==> config.mk <==
export PLATFORM = sky130hd
export DESIGN_NAME = grid_cell_point_reduction_core
export DESIGN_NICKNAME = d
export VERILOG_FILES = /design/src/rtl/core/gcpr_pkg.sv /design/src/rtl/core/gcpr_mul.sv /design/src/rtl/core/gcpr_sqrt.sv /design/src/rtl/core/gcpr_div.sv /design/src/rtl/core/grid_cell_point_reduction_core.sv
export SDC_FILE = /design/constraint.sdc
export NUM_CORES = 2
export LEC_CHECK = 0
export ABC_AREA = 1
export BUFFER_PORTS_ARGS = -buffer_cell sky130_fd_sc_hd__buf_4
export CORE_UTILIZATION = 50
export CTS_CLUSTER_SIZE = 12
export DETAILED_ROUTE_END_ITERATION = 12
export HOLD_SLACK_MARGIN = 0.08
export PLACE_DENSITY_LB_ADDON = 0.2
export SLEW_MARGIN = 10
export SYNTH_ARGS = -nofsm -noshare
export SYNTH_HDL_FRONTEND = slang
export SYNTH_HIERARCHICAL = 1
export SYNTH_SLANG_ARGS = --single-unit
==> constraint.sdc <==
create_clock -name clk -period 10.11 [get_ports clk]
set_input_delay 1.011 -clock clk [delete_from_list [all_inputs] [get_ports clk]]
set_output_delay 1.011 -clock clk [all_outputs]
set_load 0.02 [all_outputs]
==> src/rtl/core/gcpr_pkg.sv <==
// shared types, constants and codes of the grid cell point reduction block
package gcpr_pkg;
    localparam int unsigned MAX_POINTS_DEF = 65536;
    localparam logic [31:0] FILL_RESET = 32'hFFFF_FC19;
    localparam int unsigned CFG_IDX_W = 2;
    localparam logic [CFG_IDX_W-1:0] REG_MODE = 2'd0;
    localparam logic [CFG_IDX_W-1:0] REG_IN_FILL = 2'd1;
    localparam logic [CFG_IDX_W-1:0] REG_OUT_FILL = 2'd2;
    localparam logic [1:0] MODE_MEAN = 2'd0;
    localparam logic [1:0] MODE_WMEAN = 2'd1;
    localparam logic [1:0] MODE_NEAREST = 2'd2;

    typedef enum logic [2:0] {
        ST_IDLE,
        ST_SQUARE,
        ST_ROOT,
        ST_ACCUM,
        ST_DIVIDE,
        ST_OUTPUT
    } state_t;

    // start/done handshake between sequencer and serial units
    typedef struct packed {
        logic start;
        logic busy;
        logic done;
    } unit_ctl_t;
endpackage

==> src/rtl/core/gcpr_mul.sv <==
// bit-serial unsigned 32x32 multiplier, one multiplier bit per cycle
module gcpr_mul (
    input  logic        clk,
    input  logic        rst_n,
    input  logic        start,
    input  logic [31:0] a,
    input  logic [31:0] b,
    output gcpr_pkg::unit_ctl_t ctl,
    output logic [63:0] prod
);
    logic [63:0] acc_reg, acc_next;
    logic [63:0] mcand_reg, mcand_next;
    logic [31:0] mplier_reg, mplier_next;
    logic [5:0]  cnt_reg, cnt_next;
    logic        busy_reg, busy_next;
    logic        done_reg, done_next;

    always_comb
    begin
        acc_next = acc_reg;
        mcand_next = mcand_reg;
        mplier_next = mplier_reg;
        cnt_next = cnt_reg;
        busy_next = busy_reg;
        done_next = 1'b0;
        if (start)
        begin
            acc_next = '0;
            mcand_next = {32'd0, a};
            mplier_next = b;
            cnt_next = '0;
            busy_next = 1'b1;
        end
        else if (busy_reg)
        begin
            if (mplier_reg[0])
                acc_next = acc_reg + mcand_reg;
            mcand_next = {mcand_reg[62:0], 1'b0};
            mplier_next = {1'b0, mplier_reg[31:1]};
            cnt_next = cnt_reg + 6'd1;
            if (cnt_reg == 6'd31)
            begin
                busy_next = 1'b0;
                done_next = 1'b1;
            end
        end
    end

    always_ff @(posedge clk or negedge rst_n)
    begin
        if (!rst_n)
        begin
            busy_reg <= 1'b0;
            done_reg <= 1'b0;
            cnt_reg <= '0;
        end
        else
        begin
            busy_reg <= busy_next;
            done_reg <= done_next;
            cnt_reg <= cnt_next;
        end
    end

    always_ff @(posedge clk)
    begin
        acc_reg <= acc_next;
        mcand_reg <= mcand_next;
        mplier_reg <= mplier_next;
    end

    assign ctl.start = start;
    assign ctl.busy = busy_reg;
    assign ctl.done = done_reg;
    assign prod = acc_reg;
endmodule

==> src/rtl/core/gcpr_sqrt.sv <==
// digit-by-digit integer square root of a 64-bit value, one result bit per cycle
module gcpr_sqrt (
    input  logic        clk,
    input  logic        rst_n,
    input  logic        start,
    input  logic [63:0] radicand,
    output gcpr_pkg::unit_ctl_t ctl,
    output logic [31:0] root
);
    logic [63:0] rem_reg, rem_next;
    logic [63:0] rad_reg, rad_next;
    logic [31:0] root_reg, root_next;
    logic [5:0]  cnt_reg, cnt_next;
    logic        busy_reg, busy_next;
    logic        done_reg, done_next;
    logic [65:0] trial;
    logic [65:0] rem_sh;

    always_comb
    begin
        rem_next = rem_reg;
        rad_next = rad_reg;
        root_next = root_reg;
        cnt_next = cnt_reg;
        busy_next = busy_reg;
        done_next = 1'b0;
        rem_sh = {rem_reg, rad_reg[63:62]};
        trial = {32'd0, root_reg, 2'b01};
        if (start)
        begin
            rem_next = '0;
            rad_next = radicand;
            root_next = '0;
            cnt_next = '0;
            busy_next = 1'b1;
        end
        else if (busy_reg)
        begin
            rad_next = {rad_reg[61:0], 2'b00};
            if (rem_sh >= trial)
            begin
                rem_next = 64'(rem_sh - trial);
                root_next = {root_reg[30:0], 1'b1};
            end
            else
            begin
                rem_next = rem_sh[63:0];
                root_next = {root_reg[30:0], 1'b0};
            end
            cnt_next = cnt_reg + 6'd1;
            if (cnt_reg == 6'd31)
            begin
                busy_next = 1'b0;
                done_next = 1'b1;
            end
        end
    end

    always_ff @(posedge clk or negedge rst_n)
    begin
        if (!rst_n)
        begin
            busy_reg <= 1'b0;
            done_reg <= 1'b0;
            cnt_reg <= '0;
        end
        else
        begin
            busy_reg <= busy_next;
            done_reg <= done_next;
            cnt_reg <= cnt_next;
        end
    end

    always_ff @(posedge clk)
    begin
        rem_reg <= rem_next;
        rad_reg <= rad_next;
        root_reg <= root_next;
    end

    assign ctl.start = start;
    assign ctl.busy = busy_reg;
    assign ctl.done = done_reg;
    assign root = root_reg;
endmodule

==> src/rtl/core/gcpr_div.sv <==
// restoring 64/64 unsigned divider, one quotient bit per cycle
module gcpr_div (
    input  logic        clk,
    input  logic        rst_n,
    input  logic        start,
    input  logic [63:0] dividend,
    input  logic [63:0] divisor,
    output gcpr_pkg::unit_ctl_t ctl,
    output logic [63:0] quotient
);
    logic [63:0] rem_reg, rem_next;
    logic [63:0] quo_reg, quo_next;
    logic [63:0] dsr_reg, dsr_next;
    logic [6:0]  cnt_reg, cnt_next;
    logic        busy_reg, busy_next;
    logic        done_reg, done_next;
    logic [64:0] rem_sh;

    always_comb
    begin
        rem_next = rem_reg;
        quo_next = quo_reg;
        dsr_next = dsr_reg;
        cnt_next = cnt_reg;
        busy_next = busy_reg;
        done_next = 1'b0;
        rem_sh = {rem_reg, quo_reg[63]};
        if (start)
        begin
            rem_next = '0;
            quo_next = dividend;
            dsr_next = divisor;
            cnt_next = '0;
            busy_next = 1'b1;
        end
        else if (busy_reg)
        begin
            if (rem_sh >= {1'b0, dsr_reg})
            begin
                rem_next = 64'(rem_sh - {1'b0, dsr_reg});
                quo_next = {quo_reg[62:0], 1'b1};
            end
            else
            begin
                rem_next = rem_sh[63:0];
                quo_next = {quo_reg[62:0], 1'b0};
            end
            cnt_next = cnt_reg + 7'd1;
            if (cnt_reg == 7'd63)
            begin
                busy_next = 1'b0;
                done_next = 1'b1;
            end
        end
    end

    always_ff @(posedge clk or negedge rst_n)
    begin
        if (!rst_n)
        begin
            busy_reg <= 1'b0;
            done_reg <= 1'b0;
            cnt_reg <= '0;
        end
        else
        begin
            busy_reg <= busy_next;
            done_reg <= done_next;
            cnt_reg <= cnt_next;
        end
    end

    always_ff @(posedge clk)
    begin
        rem_reg <= rem_next;
        quo_reg <= quo_next;
        dsr_reg <= dsr_next;
    end

    assign ctl.start = start;
    assign ctl.busy = busy_reg;
    assign ctl.done = done_reg;
    assign quotient = quo_reg;
endmodule

==> src/rtl/core/grid_cell_point_reduction_core.sv <==
// top level of the grid cell point reduction block
// usage:
// - input channel (valid/ready) carries one point per transfer: sample, point and
//   centre coordinates, cell index, has_point and last_point
// - output channel (valid/ready) carries one result per ended cell
// - a cell ends on last_point or on a marker item without a point
// - config writes (cfg_we, cfg_index, cfg_data) belong only in idle periods
// timing:
// - one item at a time; ready is low while an item is in work
// - mean mode point: added straight to the sum; nearest mode: the bit-serial
//   multiplier runs twice, squaring dx and then dy
// - weighted point: squares of dx and dy, then the root, then the sample multiply
// - ending item in the mean modes runs the divider unless the cell is empty
// reset:
// - registers return to mode mean and fill -999; accumulators clear, nearest distance to all ones
// stall:
// - a result holds in the output register until its transfer; the next
//   item is taken only after that, since a result follows at most one item
module grid_cell_point_reduction_core #(
    parameter int unsigned MAX_POINTS = gcpr_pkg::MAX_POINTS_DEF,
    localparam int unsigned CNT_W = $clog2(MAX_POINTS + 1)
) (
    input  logic               clk,
    input  logic               rst_n,
    input  logic               cfg_we,
    input  logic [1:0]         cfg_index,
    input  logic [31:0]        cfg_data,
    input  logic               in_valid,
    output logic               in_ready,
    input  logic signed [31:0] sample_value,
    input  logic signed [31:0] point_x,
    input  logic signed [31:0] point_y,
    input  logic signed [31:0] centre_x,
    input  logic signed [31:0] centre_y,
    input  logic [19:0]        cell_index,
    input  logic               has_point,
    input  logic               last_point,
    output logic               out_valid,
    input  logic               out_ready,
    output logic signed [31:0] cell_value,
    output logic [19:0]        cell_position,
    output logic               used_fill
);
    localparam logic [CNT_W-1:0] CNT_MAX = CNT_W'(MAX_POINTS);
    localparam logic signed [63:0] S64_MAX = 64'sh7FFF_FFFF_FFFF_FFFF;
    localparam logic signed [63:0] S64_MIN = 64'sh8000_0000_0000_0000;

    // configuration registers
    logic [1:0]  mode_reg;
    logic [31:0] in_fill_reg;
    logic [31:0] out_fill_reg;

    // cell accumulators
    logic signed [63:0] sum_reg, sum_next;
    logic [CNT_W-1:0]   cnt_reg, cnt_next;
    logic [63:0]        dtot_reg, dtot_next;
    logic [63:0]        nd2_reg, nd2_next;
    logic [31:0]        nval_reg, nval_next;
    logic               nseen_reg, nseen_next;

    // captured item
    logic [31:0] samp_reg, samp_next;
    logic [31:0] ax_reg, ax_next;
    logic [31:0] ay_reg, ay_next;
    logic [19:0] idx_reg, idx_next;
    logic        last_reg, last_next;
    logic [63:0] sqx_reg, sqx_next;
    logic        sq_y_reg, sq_y_next;
    logic        neg_reg, neg_next;

    // result register
    logic        ovalid_reg, ovalid_next;
    logic [31:0] oval_reg, oval_next;
    logic [19:0] opos_reg, opos_next;
    logic        ofill_reg, ofill_next;

    gcpr_pkg::state_t state_reg, state_next;

    // serial units
    logic mul_start, sqrt_start, div_start;
    logic [31:0] mul_a, mul_b;
    logic [63:0] mul_prod, div_q, div_n;
    logic [31:0] root;
    gcpr_pkg::unit_ctl_t mul_ctl, sqrt_ctl, div_ctl;

    logic signed [32:0] dx_w, dy_w;
    logic [64:0] d2_w;
    logic [63:0] d2_sat;
    logic signed [63:0] prod_s;
    logic signed [64:0] sum_w;
    logic [64:0] dtot_w;
    logic [63:0] mag_w;
    logic [63:0] q_w;
    logic signed [63:0] mean_q;

    gcpr_mul u_mul (
        .clk(clk), .rst_n(rst_n), .start(mul_start),
        .a(mul_a), .b(mul_b), .ctl(mul_ctl), .prod(mul_prod)
    );

    gcpr_sqrt u_sqrt (
        .clk(clk), .rst_n(rst_n), .start(sqrt_start),
        .radicand(d2_sat), .ctl(sqrt_ctl), .root(root)
    );

    gcpr_div u_div (
        .clk(clk), .rst_n(rst_n), .start(div_start),
        .dividend(div_n), .divisor(mode_reg == gcpr_pkg::MODE_WMEAN ? dtot_reg
                                   : 64'(cnt_reg)),
        .ctl(div_ctl), .quotient(div_q)
    );

    // configuration writes
    always_ff @(posedge clk or negedge rst_n)
    begin
        if (!rst_n)
        begin
            mode_reg <= gcpr_pkg::MODE_MEAN;
            in_fill_reg <= gcpr_pkg::FILL_RESET;
            out_fill_reg <= gcpr_pkg::FILL_RESET;
        end
        else if (cfg_we)
        begin
            unique case (cfg_index)
                gcpr_pkg::REG_MODE:     mode_reg <= cfg_data[1:0];
                gcpr_pkg::REG_IN_FILL:  in_fill_reg <= cfg_data;
                gcpr_pkg::REG_OUT_FILL: out_fill_reg <= cfg_data;
                default: ;
            endcase
        end
    end

    assign in_ready = (state_reg == gcpr_pkg::ST_IDLE) && !ovalid_reg;
    assign dx_w = 33'(centre_x) - 33'(point_x);
    assign dy_w = 33'(centre_y) - 33'(point_y);
    assign d2_w = {1'b0, sqx_reg} + {1'b0, mul_prod};
    assign d2_sat = d2_w[64] ? '1 : d2_w[63:0];
    assign prod_s = signed'(mul_prod);
    assign mag_w = sum_reg[63] ? 64'(-sum_reg) : 64'(sum_reg);
    assign div_n = mag_w;
    assign q_w = (div_q > 64'h8000_0000) ? 64'h8000_0000 : div_q;
    assign mean_q = neg_reg ? -signed'(q_w) : signed'(q_w);

    always_comb
    begin
        state_next = state_reg;
        sum_next = sum_reg;
        cnt_next = cnt_reg;
        dtot_next = dtot_reg;
        nd2_next = nd2_reg;
        nval_next = nval_reg;
        nseen_next = nseen_reg;
        samp_next = samp_reg;
        ax_next = ax_reg;
        ay_next = ay_reg;
        idx_next = idx_reg;
        last_next = last_reg;
        sqx_next = sqx_reg;
        sq_y_next = sq_y_reg;
        neg_next = neg_reg;
        ovalid_next = ovalid_reg;
        oval_next = oval_reg;
        opos_next = opos_reg;
        ofill_next = ofill_reg;
        mul_start = 1'b0;
        sqrt_start = 1'b0;
        div_start = 1'b0;
        mul_a = ax_reg;
        mul_b = ax_reg;
        sum_w = '0;
        dtot_w = '0;

        if (ovalid_reg && out_ready)
            ovalid_next = 1'b0;

        unique case (state_reg)
            gcpr_pkg::ST_IDLE:
            begin
                if (in_valid && in_ready)
                begin
                    samp_next = sample_value;
                    ax_next = dx_w[32] ? 32'(-dx_w) : dx_w[31:0];
                    ay_next = dy_w[32] ? 32'(-dy_w) : dy_w[31:0];
                    idx_next = cell_index;
                    last_next = last_point || !has_point;
                    if (has_point && cnt_reg < CNT_MAX
                        && (mode_reg == gcpr_pkg::MODE_NEAREST
                            || mode_reg == gcpr_pkg::MODE_WMEAN)
                        && (mode_reg == gcpr_pkg::MODE_NEAREST
                            || sample_value != in_fill_reg))
                    begin
                        sq_y_next = 1'b0;
                        state_next = gcpr_pkg::ST_SQUARE;
                    end
                    else if (has_point && cnt_reg < CNT_MAX
                             && sample_value != in_fill_reg
                             && mode_reg != gcpr_pkg::MODE_NEAREST)
                    begin
                        // plain mean: add the sample directly
                        sum_w = 65'(signed'(sum_reg)) + 65'(signed'(sample_value));
                        sum_next = (sum_w[64] != sum_w[63])
                                   ? (sum_w[64] ? S64_MIN : S64_MAX) : sum_w[63:0];
                        cnt_next = cnt_reg + 1'b1;
                        state_next = gcpr_pkg::ST_ACCUM;
                    end
                    else
                        state_next = gcpr_pkg::ST_ACCUM;
                    if (state_next == gcpr_pkg::ST_SQUARE)
                        mul_start = 1'b1;
                    mul_a = ax_next;
                    mul_b = ax_next;
                end
            end
            gcpr_pkg::ST_SQUARE:
            begin
                if (mul_ctl.done)
                begin
                    if (!sq_y_reg)
                    begin
                        sqx_next = mul_prod;
                        sq_y_next = 1'b1;
                        mul_a = ay_reg;
                        mul_b = ay_reg;
                        mul_start = 1'b1;
                    end
                    else if (mode_reg == gcpr_pkg::MODE_NEAREST)
                    begin
                        if (!nseen_reg || d2_sat < nd2_reg)
                        begin
                            nd2_next = d2_sat;
                            nval_next = samp_reg;
                            nseen_next = 1'b1;
                        end
                        cnt_next = cnt_reg + 1'b1;
                        state_next = gcpr_pkg::ST_ACCUM;
                    end
                    else
                    begin
                        sqrt_start = 1'b1;
                        state_next = gcpr_pkg::ST_ROOT;
                    end
                end
            end
            gcpr_pkg::ST_ROOT:
            begin
                if (sqrt_ctl.done && !mul_ctl.busy && !mul_ctl.done)
                begin
                    // multiply magnitudes, then fix the sign
                    mul_a = samp_reg[31] ? 32'(-samp_reg) : samp_reg;
                    mul_b = root;
                    mul_start = 1'b1;
                    dtot_w = {1'b0, dtot_reg} + 65'(root);
                    dtot_next = dtot_w[64] ? '1 : dtot_w[63:0];
                end
                else if (mul_ctl.done)
                begin
                    sum_w = samp_reg[31] ? 65'(signed'(sum_reg)) - 65'(prod_s)
                                         : 65'(signed'(sum_reg)) + 65'(prod_s);
                    sum_next = (sum_w[64] != sum_w[63])
                               ? (sum_w[64] ? S64_MIN : S64_MAX) : sum_w[63:0];
                    cnt_next = cnt_reg + 1'b1;
                    state_next = gcpr_pkg::ST_ACCUM;
                end
            end
            gcpr_pkg::ST_ACCUM:
            begin
                if (!last_reg)
                    state_next = gcpr_pkg::ST_IDLE;
                else if (mode_reg == gcpr_pkg::MODE_NEAREST)
                begin
                    oval_next = nval_reg;
                    ofill_next = !nseen_reg;
                    if (!nseen_reg)
                        oval_next = '0;
                    state_next = gcpr_pkg::ST_OUTPUT;
                end
                else if ((mode_reg == gcpr_pkg::MODE_WMEAN && dtot_reg == '0)
                         || (mode_reg != gcpr_pkg::MODE_WMEAN && cnt_reg == '0))
                begin
                    oval_next = out_fill_reg;
                    ofill_next = 1'b1;
                    state_next = gcpr_pkg::ST_OUTPUT;
                end
                else
                begin
                    neg_next = sum_reg[63];
                    div_start = 1'b1;
                    state_next = gcpr_pkg::ST_DIVIDE;
                end
            end
            gcpr_pkg::ST_DIVIDE:
            begin
                if (div_ctl.done)
                begin
                    ofill_next = 1'b0;
                    if (mean_q > 64'sh7FFF_FFFF)
                        oval_next = 32'h7FFF_FFFF;
                    else
                        oval_next = mean_q[31:0];
                    state_next = gcpr_pkg::ST_OUTPUT;
                end
            end
            gcpr_pkg::ST_OUTPUT:
            begin
                // emit the result and clear the cell
                ovalid_next = 1'b1;
                opos_next = idx_reg;
                sum_next = '0;
                cnt_next = '0;
                dtot_next = '0;
                nd2_next = '1;
                nval_next = '0;
                nseen_next = 1'b0;
                state_next = gcpr_pkg::ST_IDLE;
            end
            default: state_next = gcpr_pkg::ST_IDLE;
        endcase
    end

    always_ff @(posedge clk or negedge rst_n)
    begin
        if (!rst_n)
        begin
            state_reg <= gcpr_pkg::ST_IDLE;
            sum_reg <= '0;
            cnt_reg <= '0;
            dtot_reg <= '0;
            nd2_reg <= '1;
            nval_reg <= '0;
            nseen_reg <= 1'b0;
            ovalid_reg <= 1'b0;
            sq_y_reg <= 1'b0;
            last_reg <= 1'b0;
        end
        else
        begin
            state_reg <= state_next;
            sum_reg <= sum_next;
            cnt_reg <= cnt_next;
            dtot_reg <= dtot_next;
            nd2_reg <= nd2_next;
            nval_reg <= nval_next;
            nseen_reg <= nseen_next;
            ovalid_reg <= ovalid_next;
            sq_y_reg <= sq_y_next;
            last_reg <= last_next;
        end
    end

    always_ff @(posedge clk)
    begin
        samp_reg <= samp_next;
        ax_reg <= ax_next;
        ay_reg <= ay_next;
        idx_reg <= idx_next;
        sqx_reg <= sqx_next;
        neg_reg <= neg_next;
        oval_reg <= oval_next;
        opos_reg <= opos_next;
        ofill_reg <= ofill_next;
    end

    assign out_valid = ovalid_reg;
    assign cell_value = oval_reg;
    assign cell_position = opos_reg;
    assign used_fill = ofill_reg;
endmodule

# Yosys cells after proc, flatten, opt, wreduce, memory -nomap -nowiden
# Cells that the tools add are included.
[classes] addsub=19 bitwise=3 n_eq_ne=32 reduce_logical=50 mux=135 order_cmp=6
[ops] operator="two-way mux 64 bit" count=25
[ops] operator="two-way mux 32 bit" count=22
[ops] operator="one-hot mux 64 bit (2 select lines)" count=2
[ops] operator="one-hot mux 32 bit (3 select lines)" count=2
[ops] operator="one-hot mux 64 bit (3 select lines)" count=1
[ops] operator="two-way mux 17 bit" count=9
[ops] operator="adder 64 x 32 -> 65 bit" count=2
[ops] operator="adder 64 x 64 -> 65 bit" count=2
[ops] operator="> comparator 64 x 32 -> 1 bit, second input constant" count=2
[ops] operator="negator 64 bit" count=2
[ops] operator="one-hot mux 32 bit (2 select lines)" count=2
[ops] operator="negator 32 bit" count=3
[ops] operator="one-hot mux 17 bit (4 select lines)" count=1
[ops] operator=">= comparator 66 x 34 -> 1 bit" count=1
[ops] operator="subtractor 32 x 32 -> 33 bit" count=2
[ops] operator=">= comparator 65 x 64 -> 1 bit" count=1
[ops] operator="two-way mux 65 bit" count=1
[ops] operator="subtractor 64 x 64 -> 65 bit" count=1
[ops] operator="adder 64 bit" count=1
[ops] operator="logical NOT 64 bit" count=1
[ops] operator="< comparator 64 bit" count=1
[ops] operator="subtractor 64 x 34 -> 64 bit" count=1
[ops] operator="subtractor 64 bit" count=1
[ops] operator="two-way mux 1 bit" count=49
[ops] operator="other kinds (39)" count=110
[totals] in_bits=221 regBits=1085 output_inout_bits=55

# Depth between registers and ports, before layout
[depth] depth_word=12 ltp_mapped=36 mapped_depth_nobuf=35

# Hierarchy
# The synthesis kept the hierarchy.
[by_module_without_submodules] module="grid_cell_point_reduction_core" seq_area_each_um2=15026.9 area_per_inst_um2=55051.5 instances=1 cells_each=8395
[by_module_without_submodules] module="gcpr_div" seq_area_each_um2=5350.1 area_per_inst_um2=14475.1 instances=1 cells_each=2193
[by_module_without_submodules] module="gcpr_mul" seq_area_each_um2=4043.9 area_per_inst_um2=12389.4 instances=1 cells_each=2054
[by_module_without_submodules] module="gcpr_sqrt" seq_area_each_um2=4043.9 area_per_inst_um2=11094.4 instances=1 cells_each=1694

# Least setup slack after synthesis
# Ideal clock, no wire load.
[synth_path] path_kind="reg2reg" startpoint="reg mode_reg[0]" endpoint="reg u_div.quo_reg[0], in the netlist u_div/quotient[0], enable pin" t_required_ns=9.657 synth_period_minus_slack_ns=7.035 stages_incl_launch_ff=13 arrival_ns=6.582 setup_slack_ns=3.075 n_path_buf=3 setup_time_ns=0.453 cell_sequence="dfrtp_1 -> ha_1 -> clkbuf_1 -> inv_1 -> nor2_1 -> and3_1 -> nand4_1 -> nand3_1 -> nor2_1 -> nor2_1 -> inv_1 -> clkbuf_1 -> clkbuf_1"
[synth_between] elab_chain_cells=8
[synth_rtl] element="from (decl)" line_no="grid_cell_point_reduction_core.sv:49" source="logic [1:0] mode_reg;"
[synth_rtl] element="from (signal assigned)" line_no="grid_cell_point_reduction_core.sv:118" source="mode_reg <= gcpr_pkg::MODE_MEAN;"
[synth_rtl] element="from (signal assigned)" line_no="grid_cell_point_reduction_core.sv:125" source="gcpr_pkg::REG_MODE: mode_reg <= cfg_data[1:0];"
[synth_rtl] element="equality test 2 x 1 -> 1 bit / inequality test 2 x 1 -> 1 bit (equally long branches)" line_no="grid_cell_point_reduction_core.sv:277, grid_cell_point_reduction_core.sv:278"
[synth_rtl] element="logical AND 1 bit (on tied branches)" line_no="grid_cell_point_reduction_core.sv:277, grid_cell_point_reduction_core.sv:278"
[synth_rtl] element="logical OR 1 bit" line_no="grid_cell_point_reduction_core.sv:278" source="|| (mode_reg != gcpr_pkg::MODE_WMEAN && cnt_reg == '0))"
[synth_rtl] element="two-way mux 1 bit" line_no="grid_cell_point_reduction_core.sv:277" source="else if ((mode_reg == gcpr_pkg::MODE_WMEAN && dtot_reg == '0)"
[synth_rtl] element="two-way mux 1 bit *" line_no="grid_cell_point_reduction_core.sv:269" source="else if (mode_reg == gcpr_pkg::MODE_NEAREST)"
[synth_rtl] element="two-way mux 1 bit *" line_no="grid_cell_point_reduction_core.sv:267" source="if (!last_reg)"
[synth_rtl] element="two-way mux 1 bit *" line_no="grid_cell_point_reduction_core.sv:176" source="unique case (state_reg)"
[synth_rtl] element="via div_start" line_no="grid_cell_point_reduction_core.sv:80" source="logic mul_start, sqrt_start, div_start;"
[synth_rtl] element="nonzero test 2 bit (no line) *"
[synth_rtl] element="to (signal assigned)" line_no="gcpr_div.sv:76" source="quo_reg <= quo_next;"
[synth_rtl] element="to (decl)" line_no="gcpr_div.sv:12" source="logic [63:0] quo_reg, quo_next;"
# Mark *: on every way through the listed nets, which the timed path passes. The rest lies on a longest branch.
# A chain may end at the register's enable or synchronous reset.

# Final worst setup path
[layout_path] startpoint="reg u_mul.acc_reg[1], in the netlist u_mul/prod[1]" endpoint="reg nval_reg[2]"
[layout_between] elab_chain_cells=6
[layout_rtl] element="from (decl)" line_no="gcpr_mul.sv:11" source="logic [63:0] acc_reg, acc_next;"
[layout_rtl] element="from (signal assigned)" line_no="gcpr_mul.sv:67" source="acc_reg <= acc_next;"
[layout_rtl] element="adder 64 x 64 -> 65 bit" line_no="grid_cell_point_reduction_core.sv:136" source="assign d2_w = {1'b0, sqx_reg} + {1'b0, mul_prod};"
[layout_rtl] element="two-way mux 64 bit" line_no="grid_cell_point_reduction_core.sv:137" source="assign d2_sat = d2_w[64] ? '1 : d2_w[63:0];"
[layout_rtl] element="via d2_sat[57]" line_no="grid_cell_point_reduction_core.sv:88" source="logic [63:0] d2_sat;"
[layout_rtl] element="< comparator 64 bit" line_no="grid_cell_point_reduction_core.sv:228" source="if (!nseen_reg || d2_sat < nd2_reg)"
[layout_rtl] element="logical OR 1 bit" line_no="grid_cell_point_reduction_core.sv:228"
[layout_rtl] element="inequality test 2 bit (no line)"
[layout_rtl] element="AND reduction 5 bit (no line)"
[layout_rtl] element="to (signal assigned)" line_no="grid_cell_point_reduction_core.sv:342" source="nval_reg <= nval_next;"
[layout_rtl] element="to (decl)" line_no="grid_cell_point_reduction_core.sv:58" source="logic [31:0] nval_reg, nval_next;"
# The timed path passes the listed nets, and every way through them passes these cells.

==> insert_results.sql <==
INSERT INTO impl_metrics (metric_group, metric, value, unit) VALUES
('yosys', 'syn_area', '0.0930', 'mm²'),
('clocking', 'cts.path.max_buffers', '3', ''),
('power_and_ir_drop', 'design_power_total', '34.8', 'mW'),
('cells_and_area', 'register_area', '0.0285', 'mm²'),
('yosys', 'yosys_warnings', '6', ''),
('grt', 'number_of_antenna_violations_at_the_first_check_in_global_routing', '7', ''),
('grt', 'grt_first_pass_wirelength', '488', 'mm'),
('place', 'port-buffer-count', '275', ''),
('timing', 'report.final.slew_viol_count', '0', ''),
('route', 'routed_wire_length_per_instance', '18.7', 'µm'),
('timing', 'number_of_failing_hold_endpoints_at_the_final_stage', '0', ''),
('cells_and_area', 'multiInputGateArea', '0.0542', 'mm²'),
('floorplanning', 'die_height', '433', 'µm'),
('timing', 'worst_pin_slew', '1.20', 'ns'),
('clocking', 'ctsResizeCount', '0', ''),
('cells_and_area', 'layout-area-overhead-vs-synth', '9.07', '%'),
('clocking', 'cts_htree_levels', '4', ''),
('setup_path', 'critical_path_fanout_max', '58', ''),
('grt', 'total_routing_usage_reported_by_global_routing', '33.3', '%'),
('cells_and_area', 'fillers', '18900', ''),
('clocking', 'cts_sink_count', '1085', ''),
('floorplanning', 'rows', '157', ''),
('worst_hold_path', 'hold_path_class', 'in2async', ''),
('cells_and_area', 'nNetsFinal', '15200', ''),
('floorplanning', 'die_area', '0.188', 'mm²'),
('timing', 'final_period_minus_worst_setup_slack', '7.33', 'ns'),
('setup_path', 'critPathCaptureType', 'flip-flop', ''),
('setup_path', 'required', '10.83', 'ns'),
('route', 'final_antenna_net_count', '0', ''),
('yosys', 'synth_area_per_inst', '6.49', 'µm²'),
('route', 'detail_route.vias_per_cell', '5.44', ''),
('run_status', 'status', 'complete, no violations', ''),
('route', 'postRouteWirelength', '319', 'mm'),
('clocking', 'worst_skew_pair.late_latency', '0.82', 'ns'),
('grt', 'globalRouteOverflowTotal', '0', ''),
('clocking', 'cts_tree', 'done', ''),
('clocking', 'cts-buffers-inserted', '131', ''),
('clocking', 'root_buffer', 'sky130_fd_sc_hd__clkbuf_16', ''),
('yosys', 'syn_inst', '14300', ''),
('timing', 'timing.clock.skew', '0.0344', 'ns'),
('power_and_ir_drop', 'power_density', '343', 'mW/mm²'),
('route', 'dr.first_iter.drc_count', '10100', ''),
('floorplanning', 'design.portCount', '276', ''),
('timing', 'clock.fmax', '0.136', 'GHz'),
('timing', 'rsz0062_at_grt', 'no', ''),
('route', 'firstDrtPassIters', '7', ''),
('timing', 'setup_viol', '0', ''),
('cells_and_area', 'layout.cells.most_common', 'sky130_fd_sc_hd__nand2_1', ''),
('grt', 'grt_start_max_net_pins', '133', ''),
('clocking', 'clock_pin_slew_on_the_worst_setup_and_hold_paths', '0.06', 'ns'),
('grt', 'grt_pass1_vias', '84800', ''),
('power_and_ir_drop', 'leakage', '51.5', 'nW'),
('clocking', 'cts-hold-fix-buffers', '0', ''),
('route', 'via_count', '92600', ''),
('route', 'drcViolationCount', '0', ''),
('clocking', 'setup_repair_bufs_after_cts', '0', ''),
('setup_path', 'crit_type', 'reg2reg', ''),
('cells_and_area', 'mostFrequentLayoutCells', 'sky130_fd_sc_hd__nand2_1, sky130_fd_sc_hd__inv_1, sky130_fd_sc_hd__nor2_1', ''),
('power_and_ir_drop', 'vdd_ir_drop_max', '0.584', 'mV'),
('setup_path', 'arrival', '8.05', 'ns'),
('floorplanning', 'starting_utilization_of_the_core_area', '50.6', '%'),
('job', 'drv.max_cap_violation_count', '0', ''),
('cells_and_area', 'post_route_cells_drive_above_1_share', '7.35', '%'),
('floorplanning', 'placeableCoreArea', '0.184', 'mm²'),
('place', 'gp_congestion', '1.06', ''),
('place', 'dp.final_hpwl', '251', 'mm'),
('yosys', 'syn-num-nets', '15100', ''),
('timing', 'fin_tns_setup', '0', 'ns'),
('setup_path', 'crit_path_start_kind', 'flip-flop', ''),
('timing', 'timing.final.crit_share', '72.5', '%'),
('timing', 'relSlewSlack', '20.2', '%'),
('floorplanning', 'die_width', '433', 'µm');
[stage by stage]
step / cell area [µm²] / worst slack, ns / utilization (%) / instances / hold slack, ns
5_1_grt: 101000 / 2.33 / 55.2 / 17000 / 0.232
3_5_place_dp: 97000 / 3.11 / 52.8 / 16800 / 0.405
3_3_place_gp: 97000 / 3.29 / 52.8 / 16800 / 0.401
4_1_cts: 101000 / 3.02 / 55.2 / 17000 / 0.196
6_report: 101000 / 2.78 / 55.2 / 17000 / 0.196
2_1_floorplan: 93000 / 3.11 / - / 14300 / 0.400
[routing by layer]
metal	track usage [%]	share of wire, %	up-vias
met5	0	0.0063	-
met4	12.7	4.0	4
met3	5.23	8.2	574
met2	52.2	44	3526
met1	46.0	44	42300
li1	-	-	46200
[report_power, final]
part	switching (mW)	internal (mW)
clock network	2.08	2.79
registers	1.52	6.42
logic	14.9	7.15
total	18.5	16.4
[critical path, cell delays in order, from the launching register on]
cell and delay (ns):
sky130_fd_sc_hd__dfxtp_1 0.42, sky130_fd_sc_hd__ha_1 0.33, sky130_fd_sc_hd__nand3_1 0.07, sky130_fd_sc_hd__nand2_1 0.11
sky130_fd_sc_hd__a21boi_1 0.12, sky130_fd_sc_hd__o21bai_1 0.54, sky130_fd_sc_hd__a21oi_1 0.28, sky130_fd_sc_hd__o21ai_0 0.31
sky130_fd_sc_hd__a21oi_1 0.14, sky130_fd_sc_hd__o21ai_0 0.63, sky130_fd_sc_hd__nand4_1 0.39, sky130_fd_sc_hd__nand3_1 0.21
sky130_fd_sc_hd__nand3_1 0.13, sky130_fd_sc_hd__ha_1 0.38, sky130_fd_sc_hd__nand2_1 0.06, sky130_fd_sc_hd__nor4_1 0.47
sky130_fd_sc_hd__nand3b_1 0.25, sky130_fd_sc_hd__o21ai_0 0.27, sky130_fd_sc_hd__a2111oi_0 0.14, sky130_fd_sc_hd__nand2_1 0.15
sky130_fd_sc_hd__nand2_4 0.30, sky130_fd_sc_hd__nand2_4 0.55, sky130_fd_sc_hd__buf_4 0.65, sky130_fd_sc_hd__nand2_1 0.13
sky130_fd_sc_hd__nand2_1 0.09
[cell type report]
cell class	instances	share of cell area, %
diodes	1	0.00247
inverters	2299	8.52
repair buffers	343	2.57
clock buffers	177	3.54
clock inverters	62	0.754
flip-flops and latches	1085	28.1
well taps	2464	3.04
multi-input cells	10600	53.5
[worst paths after layout]
kind	slack, ns	startpoint	depth (start not counted)	endpoint
worst max-delay path	2.78	u_mul/prod[1]	24	nval_reg[2]
worst min-delay path	0.20	rst_n	1	u_div/cnt_reg[2]
worst max register to register	2.78	u_mul/prod[1]	24	nval_reg[2]
worst min register to register	0.41	idx_reg[12]	0	cell_position[12]
max in group asynchronous	7.91	rst_n	3	out_fill_reg[2]
min in group clk	0.38	out_ready	2	out_valid
(Power assumes the default switching activity.)
